`src/hw/rtl/pntt_pkg.sv`:
```
package pntt_pkg;

    localparam int ENTRIES = 16;
    localparam int IDX_W   = (ENTRIES > 1) ? $clog2(ENTRIES) : 1;
    localparam int QDEPTH  = 2;
    localparam int QPTR_W  = (QDEPTH > 1) ? $clog2(QDEPTH) : 1;
    localparam int QCNT_W  = $clog2(QDEPTH + 1);

    typedef enum logic [1:0] {
        OP_ADD     = 2'd0,
        OP_REMOVE  = 2'd1,
        OP_REFRESH = 2'd2,
        OP_TICK    = 2'd3
    } op_t;

    typedef logic [2:0] status_t;
    localparam status_t ST_DONE     = 3'd0;
    localparam status_t ST_FULL     = 3'd1;
    localparam status_t ST_NO_ENTRY = 3'd2;
    localparam status_t ST_EXPIRED  = 3'd3;
    localparam status_t ST_NONE_DUE = 3'd4;

    typedef struct packed {
        op_t         op;
        logic [15:0] obj_handle;
        logic [15:0] res_number;
        logic [15:0] period;
        logic [47:0] now;
    } cmd_t;

    // now + period, clamped at the top of the 48-bit range
    function automatic logic [47:0] sat_add48(input logic [47:0] a, input logic [15:0] p);
        logic [48:0] s;
        s = {1'b0, a} + {33'b0, p};
        return s[48] ? {48{1'b1}} : s[47:0];
    endfunction

endpackage

```
`src/hw/rtl/pntt_front.sv`:
```
module pntt_front (
    input  logic                 clk,
    input  logic                 rst_n,
    input  logic                 req_valid,
    output logic                 req_stall,
    input  logic [1:0]           req_type,
    input  logic [15:0]          obj_handle,
    input  logic [15:0]          res_number,
    input  logic [15:0]          period,
    input  logic [47:0]          now,
    output pntt_pkg::cmd_t       cmd,
    output logic                 cmd_valid,
    input  logic                 cmd_pop
);
    import pntt_pkg::*;

    cmd_t              q_reg [QDEPTH];
    logic [QPTR_W-1:0] wr_ptr_reg, wr_ptr_next;
    logic [QPTR_W-1:0] rd_ptr_reg, rd_ptr_next;
    logic [QCNT_W-1:0] count_reg, count_next;
    logic              push;
    logic              pop;
    cmd_t              in_cmd;

    // classify: request code becomes an operation
    always_comb
    begin
        in_cmd.op         = op_t'(req_type);
        in_cmd.obj_handle = obj_handle;
        in_cmd.res_number = res_number;
        in_cmd.period     = period;
        in_cmd.now        = now;
    end

    assign req_stall = (count_reg == QCNT_W'(QDEPTH));
    assign push      = req_valid && !req_stall;
    assign cmd_valid = (count_reg != '0);
    assign pop       = cmd_pop && cmd_valid;
    assign cmd       = q_reg[rd_ptr_reg];

    always_comb
    begin
        wr_ptr_next = wr_ptr_reg;
        rd_ptr_next = rd_ptr_reg;
        count_next  = count_reg;
        if (push)
        begin
            wr_ptr_next = (wr_ptr_reg == QPTR_W'(QDEPTH - 1)) ? '0 : wr_ptr_reg + QPTR_W'(1);
        end
        if (pop)
        begin
            rd_ptr_next = (rd_ptr_reg == QPTR_W'(QDEPTH - 1)) ? '0 : rd_ptr_reg + QPTR_W'(1);
        end
        if (push && !pop)
        begin
            count_next = count_reg + QCNT_W'(1);
        end
        else if (pop && !push)
        begin
            count_next = count_reg - QCNT_W'(1);
        end
    end

    always_ff @(posedge clk or negedge rst_n)
    begin
        if (!rst_n)
        begin
            wr_ptr_reg <= '0;
            rd_ptr_reg <= '0;
            count_reg  <= '0;
        end
        else
        begin
            wr_ptr_reg <= wr_ptr_next;
            rd_ptr_reg <= rd_ptr_next;
            count_reg  <= count_next;
        end
    end

    always_ff @(posedge clk)
    begin
        if (push)
        begin
            q_reg[wr_ptr_reg] <= in_cmd;
        end
    end

endmodule

```
`src/hw/rtl/pntt_back.sv`:
```
module pntt_back (
    input  logic           clk,
    input  logic           rst_n,
    input  pntt_pkg::cmd_t cmd,
    input  logic           cmd_valid,
    output logic           cmd_pop,
    output logic           rsp_valid,
    input  logic           rsp_stall,
    output logic [2:0]     status,
    output logic [15:0]    fired_object,
    output logic [15:0]    fired_resource,
    output logic           last
);
    import pntt_pkg::*;

    typedef enum logic [3:0] {
        S_IDLE   = 4'b0001,
        S_SCAN   = 4'b0010,
        S_DECIDE = 4'b0100,
        S_EMIT   = 4'b1000
    } state_t;

    // slot table
    logic        used_reg [ENTRIES];
    logic        done_reg [ENTRIES];
    logic [15:0] obj_reg  [ENTRIES];
    logic [15:0] rsc_reg  [ENTRIES];
    logic [15:0] per_reg  [ENTRIES];
    logic [47:0] exp_reg  [ENTRIES];

    state_t           state_reg, state_next;
    cmd_t             cmd_reg, cmd_next;
    logic [IDX_W-1:0] idx_reg, idx_next;
    logic             mfound_reg, mfound_next;
    logic [IDX_W-1:0] midx_reg, midx_next;
    logic [15:0]      mper_reg, mper_next;
    logic             ffound_reg, ffound_next;
    logic [IDX_W-1:0] fidx_reg, fidx_next;
    logic             bfound_reg, bfound_next;
    logic [IDX_W-1:0] bidx_reg, bidx_next;
    logic [47:0]      bexp_reg, bexp_next;
    logic [15:0]      bobj_reg, bobj_next;
    logic [15:0]      brsc_reg, brsc_next;
    logic             fired_any_reg, fired_any_next;
    status_t          pst_reg, pst_next;
    logic [15:0]      pobj_reg, pobj_next;
    logic [15:0]      prsc_reg, prsc_next;
    logic             plast_reg, plast_next;
    logic             rsp_valid_reg, rsp_valid_next;
    status_t          status_reg, status_next;
    logic [15:0]      fobj_reg, fobj_next;
    logic [15:0]      frsc_reg, frsc_next;
    logic             last_reg, last_next;

    logic hit, due, load_out;
    logic add_wr, used_clr, exp_wr, done_clr, done_set;

    assign hit = used_reg[idx_reg] && (obj_reg[idx_reg] == cmd_reg.obj_handle)
                 && (rsc_reg[idx_reg] == cmd_reg.res_number);
    assign due = used_reg[idx_reg] && !done_reg[idx_reg]
                 && (cmd_reg.now >= exp_reg[idx_reg]);
    assign load_out = !rsp_valid_reg || !rsp_stall;

    always_comb
    begin
        state_next     = state_reg;
        cmd_next       = cmd_reg;
        idx_next       = idx_reg;
        mfound_next    = mfound_reg;
        midx_next      = midx_reg;
        mper_next      = mper_reg;
        ffound_next    = ffound_reg;
        fidx_next      = fidx_reg;
        bfound_next    = bfound_reg;
        bidx_next      = bidx_reg;
        bexp_next      = bexp_reg;
        bobj_next      = bobj_reg;
        brsc_next      = brsc_reg;
        fired_any_next = fired_any_reg;
        pst_next       = pst_reg;
        pobj_next      = pobj_reg;
        prsc_next      = prsc_reg;
        plast_next     = plast_reg;
        rsp_valid_next = rsp_valid_reg && rsp_stall;
        status_next    = status_reg;
        fobj_next      = fobj_reg;
        frsc_next      = frsc_reg;
        last_next      = last_reg;
        cmd_pop        = 1'b0;
        add_wr         = 1'b0;
        used_clr       = 1'b0;
        exp_wr         = 1'b0;
        done_clr       = 1'b0;
        done_set       = 1'b0;

        unique case (state_reg)
            S_IDLE:
            begin
                if (cmd_valid)
                begin
                    cmd_pop        = 1'b1;
                    cmd_next       = cmd;
                    idx_next       = '0;
                    mfound_next    = 1'b0;
                    ffound_next    = 1'b0;
                    bfound_next    = 1'b0;
                    fired_any_next = 1'b0;
                    done_clr       = 1'b1;
                    state_next     = S_SCAN;
                end
            end
            S_SCAN:
            begin
                if (hit && !mfound_reg)
                begin
                    mfound_next = 1'b1;
                    midx_next   = idx_reg;
                    mper_next   = per_reg[idx_reg];
                end
                // a matching slot counts as free: add drops it first
                if ((!used_reg[idx_reg] || hit) && !ffound_reg)
                begin
                    ffound_next = 1'b1;
                    fidx_next   = idx_reg;
                end
                // strict less keeps the lower slot on equal expiry
                if (due && (!bfound_reg || (exp_reg[idx_reg] < bexp_reg)))
                begin
                    bfound_next = 1'b1;
                    bidx_next   = idx_reg;
                    bexp_next   = exp_reg[idx_reg];
                    bobj_next   = obj_reg[idx_reg];
                    brsc_next   = rsc_reg[idx_reg];
                end
                if (idx_reg == IDX_W'(ENTRIES - 1))
                begin
                    state_next = S_DECIDE;
                end
                else
                begin
                    idx_next = idx_reg + IDX_W'(1);
                end
            end
            S_DECIDE:
            begin
                pobj_next  = '0;
                prsc_next  = '0;
                plast_next = 1'b1;
                pst_next   = ST_DONE;
                unique case (cmd_reg.op)
                    OP_ADD:
                    begin
                        used_clr = mfound_reg;
                        add_wr   = ffound_reg;
                        pst_next = ffound_reg ? ST_DONE : ST_FULL;
                    end
                    OP_REMOVE:
                    begin
                        used_clr = mfound_reg;
                        pst_next = mfound_reg ? ST_DONE : ST_NO_ENTRY;
                    end
                    OP_REFRESH:
                    begin
                        exp_wr   = mfound_reg;
                        pst_next = mfound_reg ? ST_DONE : ST_NO_ENTRY;
                    end
                    OP_TICK:
                    begin
                        if (bfound_reg)
                        begin
                            done_set       = 1'b1;
                            fired_any_next = 1'b1;
                            pst_next       = ST_EXPIRED;
                            pobj_next      = bobj_reg;
                            prsc_next      = brsc_reg;
                            plast_next     = 1'b0;
                        end
                        else
                        begin
                            pst_next = fired_any_reg ? ST_DONE : ST_NONE_DUE;
                        end
                    end
                    default:
                    begin
                        pst_next = ST_DONE;
                    end
                endcase
                state_next = S_EMIT;
            end
            S_EMIT:
            begin
                if (load_out)
                begin
                    rsp_valid_next = 1'b1;
                    status_next    = pst_reg;
                    fobj_next      = pobj_reg;
                    frsc_next      = prsc_reg;
                    last_next      = plast_reg;
                    if (plast_reg)
                    begin
                        state_next = S_IDLE;
                    end
                    else
                    begin
                        idx_next    = '0;
                        bfound_next = 1'b0;
                        state_next  = S_SCAN;
                    end
                end
            end
            default:
            begin
                state_next = S_IDLE;
            end
        endcase
    end

    always_ff @(posedge clk or negedge rst_n)
    begin
        if (!rst_n)
        begin
            state_reg     <= S_IDLE;
            rsp_valid_reg <= 1'b0;
            for (int i = 0; i < ENTRIES; i++)
            begin
                used_reg[i] <= 1'b0;
                done_reg[i] <= 1'b0;
            end
        end
        else
        begin
            state_reg     <= state_next;
            rsp_valid_reg <= rsp_valid_next;
            // add wins when it reuses the slot it just dropped
            for (int i = 0; i < ENTRIES; i++)
            begin
                if (add_wr && (fidx_reg == IDX_W'(i)))
                begin
                    used_reg[i] <= 1'b1;
                end
                else if (used_clr && (midx_reg == IDX_W'(i)))
                begin
                    used_reg[i] <= 1'b0;
                end
            end
            if (done_clr)
            begin
                for (int i = 0; i < ENTRIES; i++)
                begin
                    done_reg[i] <= 1'b0;
                end
            end
            else if (done_set)
            begin
                done_reg[bidx_reg] <= 1'b1;
            end
        end
    end

    always_ff @(posedge clk)
    begin
        cmd_reg       <= cmd_next;
        idx_reg       <= idx_next;
        mfound_reg    <= mfound_next;
        midx_reg      <= midx_next;
        mper_reg      <= mper_next;
        ffound_reg    <= ffound_next;
        fidx_reg      <= fidx_next;
        bfound_reg    <= bfound_next;
        bidx_reg      <= bidx_next;
        bexp_reg      <= bexp_next;
        bobj_reg      <= bobj_next;
        brsc_reg      <= brsc_next;
        fired_any_reg <= fired_any_next;
        pst_reg       <= pst_next;
        pobj_reg      <= pobj_next;
        prsc_reg      <= prsc_next;
        plast_reg     <= plast_next;
        status_reg    <= status_next;
        fobj_reg      <= fobj_next;
        frsc_reg      <= frsc_next;
        last_reg      <= last_next;
        if (add_wr)
        begin
            obj_reg[fidx_reg] <= cmd_reg.obj_handle;
            rsc_reg[fidx_reg] <= cmd_reg.res_number;
            per_reg[fidx_reg] <= cmd_reg.period;
            exp_reg[fidx_reg] <= sat_add48(cmd_reg.now, cmd_reg.period);
        end
        else if (exp_wr)
        begin
            exp_reg[midx_reg] <= sat_add48(cmd_reg.now, mper_reg);
        end
    end

    assign rsp_valid      = rsp_valid_reg;
    assign status         = status_reg;
    assign fired_object   = fobj_reg;
    assign fired_resource = frsc_reg;
    assign last           = last_reg;

endmodule

```
`src/hw/rtl/periodic_notify_timer_table.sv`:
```
// Table of 16 periodic deadlines keyed by (obj_handle, res_number). A request
// transfer is add (0), remove (1), refresh (2) or tick (3). Add, remove and
// refresh each give one response transfer with last set, status done, table
// full or no such entry. A tick gives one status-expired transfer per due
// entry (expiry <= now), oldest expiry first, lower slot first on ties, then a
// closing transfer with last set and status done or nothing expired. Due
// entries fire again on every tick until refreshed or removed. Expiry is
// now + period, clamped at 2^48-1. Timing: a front end queues up to two
// requests; the back end walks the slot table one slot per clock. Add,
// remove and refresh walk the table once; a tick walks the whole table
// once per reported entry and once more for its closing transfer.
// The response register holds a result while the back end waits for it to
// be taken.
module periodic_notify_timer_table (
    input  logic        clk,
    input  logic        rst_n,
    input  logic        req_valid,
    output logic        req_stall,
    input  logic [1:0]  req_type,
    input  logic [15:0] obj_handle,
    input  logic [15:0] res_number,
    input  logic [15:0] period,
    input  logic [47:0] now,
    output logic        rsp_valid,
    input  logic        rsp_stall,
    output logic [2:0]  status,
    output logic [15:0] fired_object,
    output logic [15:0] fired_resource,
    output logic        last
);
    import pntt_pkg::*;

    cmd_t cmd;
    logic cmd_valid;
    logic cmd_pop;

    // front: request transfer, decode, two-deep queue
    pntt_front u_front (
        .clk        (clk),
        .rst_n      (rst_n),
        .req_valid  (req_valid),
        .req_stall  (req_stall),
        .req_type   (req_type),
        .obj_handle (obj_handle),
        .res_number (res_number),
        .period     (period),
        .now        (now),
        .cmd        (cmd),
        .cmd_valid  (cmd_valid),
        .cmd_pop    (cmd_pop)
    );

    // back: slot table, walk sequencer, response register
    pntt_back u_back (
        .clk            (clk),
        .rst_n          (rst_n),
        .cmd            (cmd),
        .cmd_valid      (cmd_valid),
        .cmd_pop        (cmd_pop),
        .rsp_valid      (rsp_valid),
        .rsp_stall      (rsp_stall),
        .status         (status),
        .fired_object   (fired_object),
        .fired_resource (fired_resource),
        .last           (last)
    );

`ifndef ASSERT_OFF
    // an expired-entry report never closes a tick
    a_expired_not_last: assert property (@(posedge clk) disable iff (!rst_n)
        rsp_valid && (status == ST_EXPIRED) |-> !last)
        else $error("expired report marked last");

    // only expired reports carry a key
    a_key_only_on_expired: assert property (@(posedge clk) disable iff (!rst_n)
        rsp_valid && (status != ST_EXPIRED) |-> (fired_object == '0) && (fired_resource == '0))
        else $error("key on non-expired response");

    // every non-expired response ends its request
    a_closing_last: assert property (@(posedge clk) disable iff (!rst_n)
        rsp_valid && (status != ST_EXPIRED) |-> last)
        else $error("non-expired response not last");
`endif

endmodule

```
`config.mk`:
```
export PLATFORM = sky130hd
export DESIGN_NAME = periodic_notify_timer_table
export DESIGN_NICKNAME = d
export VERILOG_FILES = /design/src/hw/rtl/pntt_pkg.sv /design/src/hw/rtl/pntt_front.sv /design/src/hw/rtl/pntt_back.sv /design/src/hw/rtl/periodic_notify_timer_table.sv
export SDC_FILE = /design/constraint.sdc
export NUM_CORES = 2
export LEC_CHECK = 0
export BUFFER_PORTS_ARGS = -buffer_cell sky130_fd_sc_hd__buf_2
export CAP_MARGIN = 20
export CELL_PAD_IN_SITES_DETAIL_PLACEMENT = 0
export CELL_PAD_IN_SITES_GLOBAL_PLACEMENT = 2
export CORE_MARGIN = 4
export CORE_UTILIZATION = 49
export DETAILED_ROUTE_END_ITERATION = 16
export GPL_TIMING_DRIVEN = 0
export PLACE_DENSITY_LB_ADDON = 0.15
export REMOVE_ABC_BUFFERS = 1
export SLEW_MARGIN = 30
export SYNTH_ARGS = -nofsm -noshare
export SYNTH_HDL_FRONTEND = slang
export SYNTH_HIERARCHICAL = 1
export SYNTH_SLANG_ARGS = --single-unit
```
`constraint.sdc`:
```
create_clock -name clk -period 12.4 [get_ports clk]
set_clock_uncertainty 0.05 [all_clocks]
set_input_delay 0.62 -clock clk [delete_from_list [all_inputs] [get_ports clk]]
set_output_delay 0.62 -clock clk [all_outputs]
set_load 0.02 [all_outputs]
```
**Yosys cells after proc, flatten, opt, wreduce, memory -nomap -nowiden**

Memories as Yosys holds them, arrays and structs flattened. A register that Yosys moved wholly into a read port is not among the register bits.
Cells that the tools add are included.

- Memory bits (writable): 1,732
- Memories kept: 5
- Register bits after elaboration: 213
- Logic and storage cells: 327

Memory list:

| memory | depth | width | rd ports | clocked after memory_dff | write ports | line | source |
|---|---|---|---|---|---|---|---|
| u_back.exp_reg | 16 | 48 | 1 | 1 | 1 | pntt_back.sv:29 | `logic [47:0] exp_reg [ENTRIES];` |
| u_back.obj_reg | 16 | 16 | 1 | 1 | 1 | pntt_back.sv:26 | `logic [15:0] obj_reg [ENTRIES];` |
| u_back.per_reg | 16 | 16 | 1 | 1 | 1 | pntt_back.sv:28 | `logic [15:0] per_reg [ENTRIES];` |
| u_back.rsc_reg | 16 | 16 | 1 | 1 | 1 | pntt_back.sv:27 | `logic [15:0] rsc_reg [ENTRIES];` |
| u_front.q_reg | 2 | 98 | 1 | 1 | 1 | pntt_front.sv:17 | `cmd_t q_reg [QDEPTH];` |

- Reduce and logical (&&, ||, !) cells: 98
- Magnitude comparators: 5
- Bitwise logic cells: 3
- $add $sub $neg: 7
- Equal/unequal tests: 51
- Muxes and demuxes: 102

Operators with widths:

| operator | number |
|---|---|
| $mux W48 | 3 |
| $add A48 B16 Y49 | 2 |
| $eq A4 B4 Y1 const B | 18 |
| $mux W1 | 70 |
| $ge A48 B48 Y1 | 1 |
| $lt A48 B48 Y1 | 1 |
| $reduce_or A48 Y1 | 1 |
| $logic_and A1 B1 Y1 | 45 |
| $mux W4 | 11 |
| $reduce_bool A2 Y1 | 21 |
| $eq A4 B3 Y1 const B | 9 |
| $eq A16 B16 Y1 | 2 |
| $mux W16 | 2 |
| $eq A4 B2 Y1 const B | 5 |
| $or A16 B16 Y16 | 1 |
| $pmux W4 S4 | 1 |
| $ne A2 B1 Y1 const B | 7 |
| $eq A4 B1 Y1 const B | 3 |
| $pmux W4 S3 | 1 |
| $reduce_and A2 Y1 | 6 |
| $ge A5 B5 Y1 const B | 2 |
| $logic_not A1 Y1 | 10 |
| $not A4 Y5 | 2 |
| $reduce_and A5 Y1 | 2 |
| 22 further kinds | 40 |

**Longest topological paths before layout**

- Depth after elaboration: 10
- Depth in mapped cells: 18

**Hierarchy**

The synthesis kept the hierarchy.

Modules (own cells, without submodules):

| module | sequential area each (um^2) | cells each | instances | area an instance (um^2) |
|---|---|---|---|---|
| pntt_back | 55,719.7 | 3,944 | 1 | 75,852.7 |
| pntt_front | 5,985.7 | 324 | 1 | 7,298.2 |

**Least setup slack after synthesis**

Ideal clock, no wire load.

- Kind: reg-to-reg
- Start: register with a tool-made name
- End: register u_back.bexp_reg[0], read port of u_back.exp_reg, enable pin
- Arrival time: 10.036 ns
- Cell stages (with the launch flop): 17
- Library setup time: 0.630 ns
- Required time: 11.720 ns
- Clock period less this slack: 10.716 ns
- Setup slack: 1.684 ns
- Cells stage by stage: dfxtp_1 -> buf_6 -> buf_6 -> buf_6 -> buf_4 -> buf_1 -> mux4_2 -> mux4_2 -> ha_1 -> a21oi_1 -> nor2_1 -> a2111oi_0 -> o21ai_0 -> a211oi_1 -> o211ai_1 -> a2111o_1 -> nor3_1

RTL lines:

| what | line | source |
|---|---|---|
| end: declaration | pntt_back.sv:41 | `logic [47:0] bexp_reg, bexp_next;` |

==> out/qor_table.md <==
| Item | Value |
|---|---|
| Outcome | finished clean |
| Post-synthesis average cell area | 19.5 µm² |
| Leakage dissipation | 33.1 nW |
| Number of slew-limit violations in the final report | 0 |
| Worst Hold Endpoint | u_back/rsp_valid$_DFF_PN0_ |
| Share of synthesized registers carrying an async set or reset | 1.99% |
| Endpoint of the worst register-to-register path | u_back/bexp_reg[16]$_DFFE_PP_ |
| Setup repair after global routing missed its margin | no |
| Share of cells above drive strength 1 | 26.5% |
| Power share of the sequential group | 43.1% |
| Hold Crit Start | rsp_stall |
| Crit path capture type | register |
| Number of cells after detailed placement | 6693 |
| Final weighted congestion of routability-driven global placement | 0.771 |
| TritonRoute pass-1 iters | 5 |
| Starting density of the core | 49.5% |
| Maximum count of clock buffers along a single path | 3 |
| Required arrival time at the worst endpoint | 12.88 ns |
| Total Neg Setup Slack | 0 ns |
| Area of the die | 176000 µm² |
| Min cycle time layout | 7.13 ns |
| Number of nets in the finished design | 5034 |
| Cts bufs inserted | 207 |
| Area of the core | 168000 µm² |
| Total power per unit cell area | 228 nW/µm² |
| Relative area change from synthesis to final layout | 19.3% |
| Arrival time of the worst setup path | 7.61 ns |
| Number of ports placed on the die boundary | 140 |
| DPL Wire Length | 141 mm |
| Area leader, netlist | sky130_fd_sc_hd__edfxtp_1 |
| Clock root buffer master | sky130_fd_sc_hd__clkbuf_16 |
| Post-CTS clock slew at the launch and capture registers of the worst setup and hold paths | 0.06 ns |
| Total design power | 22.6 mW |
| Vias in the first global route | 42740 |
| Final hold slack | 0.144 ns |
| Yosys reg bits | 2063 |
| Gr ovfl total | 0 |
| Via/cell ratio | 5.97 |
| Number of cells on the worst hold path | 3 |
| Total setup buffers inserted after CTS | 0 |
| IR drop worst, VDD | 0.180 mV |
| Overall via count from detail_route | 42835 |
| Largest fanout of any net on the critical path | 28 |
| Most instantiated cells after synthesis | sky130_fd_sc_hd__edfxtp_1, sky130_fd_sc_hd__mux4_2, sky130_fd_sc_hd__mux2i_1 |
| Sinks on the clock net | 2063 |
| Portion of total power attributed to the clock network | 27.3% |
| Max reg flops | 768 |
| Count leader, synth | sky130_fd_sc_hd__edfxtp_1 |
| Routed wire length per instance | 29.0 µm |
| Routed WL | 208 mm |
| Yosys top cell area share | 72.9% |
| Total of buffers placed on input and output ports | 139 |
| Minimum setup slack in the final design | 5.27 ns |
| Register area share after synthesis | 74.2% |
| DRC | 0 |
| Largest net degree at the start of global routing | 44 |
| Internal power | 15.5 mW |
| Mapped Cells | 4268 |
| Number of cells in the finished layout apart from fillers | 7178 |
| FF-to-FF setup slack | 5.27 ns |
| X dimension of the die | 420 µm |
| Path category of the worst min-delay check | in -> reg |
| Hold Fails Final Rpt | 0 |
| Setup violation total in the final timing report | 0 |
| Category of the worst setup path launch point | register |
| Total track usage | 23.9% |
| Global-route wire length before repair | 303 mm |
| Initial antenna violation count | 3 |
| Top cells by area, synth | sky130_fd_sc_hd__edfxtp_1, sky130_fd_sc_hd__mux4_2, sky130_fd_sc_hd__ha_1 |
| TritonCTS clock tree | built |
| Combinational fraction of design power | 29.6% |
| Maximum capacitance violations | 0 |
| H-Tree Level Count | 4 |
| Net switching component of the power | 7.15 mW |
| Count of cells resized by post-cts repair | 0 |
| Max Fclk | 140 MHz |
| Post-synthesis cell type count | 82 |
| Number of placement rows | 150 |
| Cell area after synthesis | 83200 µm² |
| WS Path Type | reg -> reg |
| Antenna-violating nets left | 0 |
| Synth Flop Type | sky130_fd_sc_hd__edfxtp_1 |
| EDFF count, synth | 2018 |
| Worst slew margin relative to its limit | 26.1% |
| Synth warn | 6 |
| Worst slack at placement | 5.31 ns |
| Worst Reg2Reg Path Length in Cells | 19 |
| Hold-fix buffer count after cts | 99 |
| Iter 0 DRT Violations | 4382 |
| Die outline height | 420 µm |
| Period utilization | 57.5% |
| Transition time at the pin with the least slew margin | 1.11 ns |
| Clock latency on the worst-skew pair | 0.85 ns |
| Fraction of power spent switching nets | 31.6% |
-- how the worst max path moves through the flow --
| stage | from | endpoint | slack [ns] |
|---|---|---|---|
| after CTS | register | u_back/bexp_reg[16]$_DFFE_PP_ | 5.28 |
| after global placement | register | u_back/bobj_reg[15]$_DFFE_PP_ | -22.40 |
| final | register | u_back/bexp_reg[16]$_DFFE_PP_ | 5.27 |
| after global routing | register | u_back/bexp_reg[18]$_DFFE_PP_ | 4.97 |
| after floorplan | register | u_back/bexp_reg[0]$_DFFE_PP_ | -8.41 |
| after detailed placement | register | u_back/bexp_reg[19]$_DFFE_PP_ | 5.31 |
-- logic make-up (layout without fill, tap and decap cells) --
| kind of cell | Yosys count | after routing | synth area share (%) |
|---|---|---|---|
| xor+xnor | 65 | 65 | 0.685 |
| mux | 684 | 684 | 14.4 |
| simple gates | 527 | 527 | 3.31 |
| compound gates | 488 | 488 | 3.71 |
| buf+inv | 306 | 1011 | 1.62 |
| fa+ha+maj | 135 | 135 | 2.05 |
| flops | 2063 | 2063 | 74.2 |
| other cells | 0 | 1 | 0 |
-- power by group through the flow --
stage	registers (mW)	logic, mW	clock network (mW)
after floorplan	10.1	4.65	0
after global placement	10.8	6.72	0
after detailed placement	9.90	6.71	0
after CTS	9.75	6.76	6.31
after global routing	9.82	7.28	6.62
final	9.74	6.70	6.18
-- per-layer routing --
metal  global-route usage [%]  up-vias  part of all wire (%)
met3                     3.36      244                   6.0
li1                         -    18562                     -
met1                     36.2    22729                    45
met5                        0        -                     0
met2                     37.1     1300                    47
met4                     5.33        0                   1.9
-- final cells by class --
class                      instances  area, µm²
tap                             2204       2760
fill                           12198      68800
timing repair buffer             497       6870
clock buffer                     263       5410
inverter                         129        497
clock inverter                   122       1310
antenna                            1       2.50
multi-input combinational       1899      20600
sequential                      2063      61700
-- worst max-delay path, cell delays in order (launching register included) --
cell	delay, ns
sky130_fd_sc_hd__dfxtp_4	0.71
sky130_fd_sc_hd__buf_12	0.32
sky130_fd_sc_hd__buf_12	0.27
sky130_fd_sc_hd__buf_12	0.26
sky130_fd_sc_hd__buf_16	0.26
sky130_fd_sc_hd__mux4_2	0.55
sky130_fd_sc_hd__mux4_2	0.53
sky130_fd_sc_hd__ha_1	0.32
sky130_fd_sc_hd__a211oi_1	0.25
sky130_fd_sc_hd__o21bai_1	0.11
sky130_fd_sc_hd__a21oi_1	0.14
sky130_fd_sc_hd__o21ai_0	0.15
sky130_fd_sc_hd__a21oi_1	0.58
sky130_fd_sc_hd__o211ai_1	0.27
sky130_fd_sc_hd__a2111o_1	0.49
sky130_fd_sc_hd__nor3_2	0.57
sky130_fd_sc_hd__buf_4	0.31
sky130_fd_sc_hd__buf_4	0.22
sky130_fd_sc_hd__buf_4	0.19
sky130_fd_sc_hd__buf_4	0.16
-- stage by stage --
stage	utilization, %	cell area [µm²]
final	59.1	99200
after global placement	51.0	85700
after global routing	59.1	99200
after detailed placement	54.4	91400
after CTS	59.0	99100
after floorplan	-	82300
-- placed cells by master (no fill, tap or decap), drive strengths merged, types with 37 or more instances in the layout --
cell type | synthesis | layout
nand4 | 40 | 40
dfrtp | 40 | 40
clkbuf | 88 | 263
buf | 89 | 398
edfxtp | 2018 | 2018
a21oi | 122 | 122
and3 | 50 | 50
ha | 133 | 133
o21ai | 134 | 134
mux2i | 147 | 147
mux2 | 146 | 146
xnor2 | 44 | 44
nand2 | 115 | 115
mux4 | 391 | 391
a22oi | 37 | 37
inv | 129 | 138
dlygate4sd3 | 0 | 99
nor2 | 119 | 119
clkinv | 0 | 87
Note: power is estimated with default switching activity, not from simulation.
